===== src/hw/rtl/xoo_pkg.sv =====
// Shared types, round constants and the round function of the Xoodoo permutation.
package xoo_pkg;

   // Number of rounds of the full permutation and the size of the constant table.
   localparam int MAX_ROUNDS = 12;

   typedef logic [31:0] lane_type;
   typedef lane_type [3:0] plane_type;
   typedef plane_type [2:0] state_type;

   // Round constants from the first round to the last.
   localparam lane_type ROUND_CONSTS [0:MAX_ROUNDS-1] = '{
      32'h0000_0058, 32'h0000_0038, 32'h0000_03C0, 32'h0000_00D0,
      32'h0000_0120, 32'h0000_0014, 32'h0000_0060, 32'h0000_002C,
      32'h0000_0380, 32'h0000_00F0, 32'h0000_01A0, 32'h0000_0012
   };

   // Rotate a lane left by a fixed amount between 1 and 31.
   function automatic lane_type rotl(input lane_type v, input int unsigned n);
      lane_type r;
      r = (v << n) | (v >> (32 - n));
      return r;
   endfunction

   // One full round: theta, rho-west, iota, chi and rho-east.
   function automatic state_type xoo_round(input state_type a_in, input lane_type rc);
      state_type a;
      state_type b;
      lane_type  p [4];
      lane_type  e [4];
      a = a_in;
      // Theta: fold in the parity of the neighboring column.
      for (int x = 0; x < 4; x++) begin
         p[x] = a[0][x] ^ a[1][x] ^ a[2][x];
      end
      for (int x = 0; x < 4; x++) begin
         e[x] = rotl(p[(x + 3) % 4], 5) ^ rotl(p[(x + 3) % 4], 14);
      end
      for (int x = 0; x < 4; x++) begin
         a[0][x] = a[0][x] ^ e[x];
         a[1][x] = a[1][x] ^ e[x];
         a[2][x] = a[2][x] ^ e[x];
      end
      // Rho-west: plane 1 moves up one lane, plane 2 rotates by 11.
      b = a;
      for (int x = 0; x < 4; x++) begin
         b[1][x] = a[1][(x + 3) % 4];
         b[2][x] = rotl(a[2][x], 11);
      end
      // Iota.
      b[0][0] = b[0][0] ^ rc;
      // Chi along each column.
      for (int x = 0; x < 4; x++) begin
         a[0][x] = b[0][x] ^ (~b[1][x] & b[2][x]);
         a[1][x] = b[1][x] ^ (~b[2][x] & b[0][x]);
         a[2][x] = b[2][x] ^ (~b[0][x] & b[1][x]);
      end
      // Rho-east: plane 1 rotates by 1, plane 2 moves two lanes and rotates by 8.
      b = a;
      for (int x = 0; x < 4; x++) begin
         b[1][x] = rotl(a[1][x], 1);
         b[2][x] = rotl(a[2][(x + 2) % 4], 8);
      end
      return b;
   endfunction

endpackage


===== src/hw/rtl/xoo_round_stage.sv =====
// One pipeline stage that applies a single Xoodoo round and registers the state.
module xoo_round_stage
   import xoo_pkg::*;
(
   input  logic      clock,
   input  logic      reset,
   input  lane_type  round_const,
   input  logic      up_valid,
   input  state_type up_state,
   output logic      up_stall,
   output logic      down_valid,
   output state_type down_state,
   input  logic      down_stall
);

   logic      valid_ff;
   logic      valid_in;
   state_type state_ff;
   state_type state_in;
   logic      advance;

   // The stage takes a new transaction when it is empty or its content moves on.
   assign advance  = !valid_ff || !down_stall;
   assign up_stall = !advance;
   assign valid_in = advance ? up_valid : valid_ff;
   assign state_in = xoo_round(up_state, round_const);

   // Valid bit of the stage.
   always_ff @(posedge clock) begin
      if (reset) begin
         valid_ff <= 1'b0;
      end else begin
         valid_ff <= valid_in;
      end
   end

   // State register, loaded only when a transaction enters.
   always_ff @(posedge clock) begin
      if (advance && up_valid) begin
         state_ff <= state_in;
      end
   end

   assign down_valid = valid_ff;
   assign down_state = state_ff;

endmodule


===== config.mk =====
export PLATFORM = sky130hd
export DESIGN_NAME = xoo_round_stage
export DESIGN_NICKNAME = d
export VERILOG_FILES = /design/src/hw/rtl/xoo_pkg.sv /design/src/hw/rtl/xoo_round_stage.sv
export SDC_FILE = /design/constraint.sdc
export NUM_CORES = 1
export LEC_CHECK = 0
export BUFFER_PORTS_ARGS = -buffer_cell sky130_fd_sc_hd__buf_2
export CORE_AREA = 2 2 318 320
export DETAILED_ROUTE_END_ITERATION = 10
export DIE_AREA = 0 0 320 322
export HOLD_SLACK_MARGIN = 0.02
export PLACE_DENSITY = 0.55
export SLEW_MARGIN = 40
export SYNTH_ARGS = -nofsm -noshare
export SYNTH_HDL_FRONTEND = slang
export SYNTH_SLANG_ARGS = --single-unit

===== constraint.sdc =====
create_clock -name clock -period 31.8 [get_ports clock]
set_input_delay 6.36 -clock clock [delete_from_list [all_inputs] [get_ports clock]]
set_output_delay 6.36 -clock clock [all_outputs]
set_load 0.02 [all_outputs]

==> results.json, run 1 <==
{
  "dp.cells": 3810,
  "stdcell_count": 3916,
  "grt_max_degree": 67,
  "cp_num_cells": 3,
  "postRouteAntennaNets": 0,
  "final.min_clock_period_ps": 13200,
  "synthFlopType": "edfxtp_1",
  "grt_overflow": 0,
  "timing.fmax_mhz": 75.74,
  "tightestPinTransition_ps": 1027,
  "clkTransAtPathRegs_ps": 50,
  "cts_tree": "done",
  "gp_congestion": 0.9302,
  "dieWidth_um": 320,
  "setup_viol": 0,
  "synth_seq_cells": 385,
  "rsz0062_at_grt": "false",
  "antenna_found_initial": 29,
  "clock-skew-final_ps": 19.48,
  "start_kind": "primary input",
  "crit_chain": "buf_2 -> and2_1 -> buf_2",
  "hold_path_end": "down_valid",
  "reg2reg_to": "down_state[233]",
  "ios": 806,
  "postSynthAreaPerCell_um2": 17.39,
  "fin_nets": 2984,
  "worst_ir_drop_vdd_mv": 0.04717,
  "drv_cap": 0,
  "die_y_um": 322,
  "cts.sinks": 385,
  "root_buffer": "clkbuf_16",
  "slew_headroom": 0.3101,
  "synth_area_leaders": "edfxtp_1 39%, xnor3_1 28%, xnor2_1 11%",
  "firstDrtPassIters": 5,
  "yosys-top-cells-count": "384 x edfxtp_1, 384 x xnor2_1, 373 x xnor3_1",
  "reg2regPathDepth": 5,
  "crit_buf_inv": 2,
  "vias_per_cell": 4.576,
  "std_cell_rows": 116,
  "status": "finished clean",
  "grt_pass1_vias": 18590,
  "first_iter_violations": 1218,
  "syn_nets": 2121,
  "power_uw": 3230,
  "holdPathStages": 3,
  "cts_inserted_buffers": 49,
  "final_area_um2": 37060,
  "area_growth_pct": 25.25,
  "fin_hold_ws_ps": 681.6,
  "synth_area_um2": 29590,
  "dp_hpwl_um": 104100,
  "hold_violations": 0,
  "power.density_nw_per_um2": 87.15,
  "rrSetupSlack_ps": 28570,
  "critPathArrivalTime_ps": 6840,
  "grt_pass1_wl_um": 157900,
  "drive_gt1_frac": 0.4157,
  "post_dp_cell_area_um2": 35300,
  "synthCells": 1701,
  "post-synth-top-area-fraction": 0.3897,
  "h-tree-depth": 2,
  "worstReg2RegStart": "down_valid",
  "cp_top_family": "buffers and inverters",
  "critPathMostFrequentCell": "buf_2",
  "wirelength_um": 122400,
  "min_period_over_period": 0.4152,
  "post_cts_resized": 0,
  "drt-wirelength-per-cell_um": 31.24,
  "maxSlewViolCount": 0,
  "critPathCaptureType": "primary output",
  "route.detailed.drc": 0,
  "die_area_um2": 103000,
  "critPathKind": "in2out",
  "holdCritPathClass": "reg2reg",
  "core_region_area_um2": 99570,
  "cp_slowest_cell": "and2_1",
  "required_ps": 25440,
  "grt_usage": 0.2298,
  "path_max_fanout": 3,
  "synth_cell_types": 15,
  "max_stage_delay_ps": 210,
  "yosysWarningCount": 0,
  "p_leak_uw": 0.01774,
  "ys_async_sr_fraction": 0,
  "start_util": 0.2972,
  "io_buffers": 805,
  "vias": 17920,
  "hp-start": "down_valid",
  "cts_setup_buffers": 0,
  "clock_latency_ps": 640,
  "cts_buffer_depth": 3,
  "cts_hold_buf": 0,
  "fin_tns_setup_ps": 0,
  "synth_edf_count": 384,
  "ys_seq_area_frac": 0.3904,
  "synth_area_leader_cell": "edfxtp_1"
}
-- cell families after synthesis --
family | after synthesis | synth area share
xor gates and xnor gates | 928 | 0.5202
and+or+nand+nor | 388 | 0.08944
DFF | 385 | 0.3904
-- power by group --
part	internal, µW	switching [µW]	total (µW)
registers	852	60.4	912
clock network	362	247	609
logic	744	964	1710
-- metrics by stage --
step                setup WS, ps  utilization
floorplan                   7292            -
global placement           18570       0.3545
detailed placement         18580       0.3545
CTS                        18580       0.3716
global route               18570       0.3719
finish                     18600       0.3722
-- per-layer routing --
layer | GRT usage | share of wire | vias to the layer above
li1 | - | - | 7821
met1 | 0.2799 | 0.40 | 9137
met2 | 0.4107 | 0.51 | 777
met3 | 0.05382 | 0.072 | 151
met4 | 0.05310 | 0.021 | 34
met5 | 0 | 0.0018 | -
-- sequential cells by signal, summed over array words and instances (netlist names) --
| register | cells |
|---|---|
| down_valid | 1 |
| down_state | 384 |
-- worst register-to-register path, cell delays in order (launching register included) --
cell and delay, ps:
dfxtp_1 310, and2_1 180, nor2b_4 390, buf_4 690, buf_6 610, buf_6 580
-- area by class of cell --
class | instances | area (µm²)
sequential | 385 | 11550
antenna | 13 | 32.53
tap | 1298 | 1624
fill | 9543 | 62510
timing repair buffer | 812 | 4104
clock buffer | 57 | 1277
multi-input combinational | 1316 | 18050
clock inverter | 35 | 421.7
-- worst max path at each step --
| stage | slack, ps | endpoint | from |
|---|---|---|---|
| 3_5_place_dp | 18580 | up_stall | down_stall |
| 2_1_floorplan | 7290 | down_state[0] | down_stall |
| 4_1_cts | 18580 | up_stall | down_stall |
| 6_report | 18600 | up_stall | down_stall |
| 3_3_place_gp | 18570 | up_stall | down_stall |
| 5_1_grt | 18570 | up_stall | down_stall |
-- layout by cell type (no fill, tap or decap), types with 34 or more instances in the layout --
master / instances
xnor3_1: 371
edfxtp_1: 384
nor2b_4: 44
nor2b_1: 207
buf_2: 805
xnor3_2: 124
nor2_1: 34
xnor2_1: 384
clkbuf_16: 50
(Power assumes the default switching activity.)
==> run 2: changes to the inputs <==
- clock period: 31.8 -> 12.8 ns (I/O delays scaled with it)
==> run 2 against run 1 <==
Sequential cell count did not move; wire length barely moved; power rose by 150%; sequential power rose by 150%; final cell count barely moved; clock power rose to 2.5 times the previous value; core utilization rose by 0.082 points.
==> results.json, run 2 (same netlist as run 1, synthesis figures left out) <==
{
  "status": "finished clean",
  "crit_buf_inv": 2,
  "rsz0062_at_grt": "false",
  "clkTransAtPathRegs_ps": 60,
  "cts_inserted_buffers": 49,
  "area_growth_pct": 25.52,
  "root_buffer": "clkbuf_16",
  "die_area_um2": 103000,
  "final.min_clock_period_ps": 5587,
  "slew_headroom": 0.4318,
  "min_period_over_period": 0.4365,
  "antenna_found_initial": 31,
  "critPathArrivalTime_ps": 3030,
  "core_region_area_um2": 99570,
  "setup_viol": 0,
  "path_max_fanout": 3,
  "postRouteAntennaNets": 0,
  "io_buffers": 805,
  "required_ps": 10240,
  "crit_chain": "buf_2 -> and2_1 -> buf_2",
  "vias_per_cell": 4.565,
  "grt_max_degree": 145,
  "drive_gt1_frac": 0.4180,
  "dp.cells": 3809,
  "dieWidth_um": 320,
  "critPathMostFrequentCell": "buf_2",
  "largest_register_ffs": 384,
  "critPathCaptureType": "primary output",
  "dp_hpwl_um": 103500,
  "p_leak_uw": 0.01777,
  "start_kind": "primary input",
  "gp_congestion": 0.9201,
  "drv_cap": 0,
  "cts_hold_buf": 0,
  "register_area_um2": 11550,
  "grt_pass1_wl_um": 157300,
  "h-tree-depth": 2,
  "fin_tns_setup_ps": 0,
  "nFillCells": 9507,
  "die_y_um": 322,
  "firstDrtPassIters": 5,
  "cts_setup_buffers": 0,
  "ios": 806,
  "fin_nets": 2983,
  "cp_slowest_cell": "and2_1",
  "multi_input_area_um2": 18060,
  "cts.sinks": 385,
  "rrSetupSlack_ps": 9640,
  "max_stage_delay_ps": 200,
  "power.density_nw_per_um2": 216.2,
  "grt_usage": 0.2304,
  "maxSlewViolCount": 0,
  "holdCritPathClass": "reg2reg",
  "worst_ir_drop_vdd_mv": 0.1175,
  "cts_tree": "done",
  "grt_overflow": 0,
  "post_cts_resized": 0,
  "timing.fmax_mhz": 179.0,
  "layout_commonest_cell": "buf_2",
  "hold_violations": 0,
  "first_iter_violations": 1271,
  "clock-skew-final_ps": 15.12,
  "tightestPinTransition_ps": 846.2,
  "drt-wirelength-per-cell_um": 31.27,
  "start_util": 0.2972,
  "clock_latency_ps": 620,
  "cp_top_family": "buffers and inverters",
  "stdcell_count": 3914,
  "cts_buffer_depth": 3,
  "std_cell_rows": 116,
  "vias": 17870,
  "final_cell_mix": "805 x buf_2, 384 x edfxtp_1, 382 x xnor2_1",
  "grt_pass1_vias": 18410,
  "critPathKind": "in2out",
  "wirelength_um": 122400,
  "route.detailed.drc": 0
}
## run 2: worst min-delay path: cells and delay by family, from the launching register on
kind             cells  cell delay [ps]
flip-flops           1              300
AND/OR/NAND/NOR      3              320
## run 2: path summary, 6_finish.rpt
kind	startpoint	end	cells past startpoint
setup / recovery	down_stall	up_stall	3
hold / removal	down_valid	down_valid	3
setup reg to reg	down_valid	down_state[129]	5
hold reg to reg	down_valid	down_valid	3
## run 2: power breakdown
group          total, µW  switching (µW)  internal (µW)
registers           2270             157           2120
clock network       1530             585            949
logic               4220            2370           1850
## run 2: per-stage QoR
step / hold WS [ps] / setup WS, ps / cell area (µm²) / util / total power (µW)
floorplan: 814.6 / 3804 / 29600 / - / 5134
global placement: 650.0 / 7154 / 35300 / 0.3545 / 6464
detailed placement: 646.0 / 7045 / 35310 / 0.3546 / 6535
CTS: 654.5 / 7211 / 37060 / 0.3723 / 8110
global route: 732.4 / 7178 / 37120 / 0.3729 / 8363
finish: 652.1 / 7213 / 37140 / 0.3730 / 8031
## run 2: layout make-up
class | count | area share
Multi-Input combinational cell | 1316 | 0.4864
Clock buffer | 59 | 0.03517
Clock inverter | 32 | 0.01206
Antenna cell | 13 | 0.0008759
Tap cell | 1298 | 0.04373
Timing Repair Buffer | 811 | 0.1108
Sequential cell | 385 | 0.3110
## run 2: routing by layer
layer,up-vias,part of all wire,GRT usage
li1,7808,-,-
met1,9023,0.39,0.2754
met2,851,0.51,0.4085
met3,153,0.075,0.06237
met4,34,0.023,0.05989
met5,-,0.0018,0
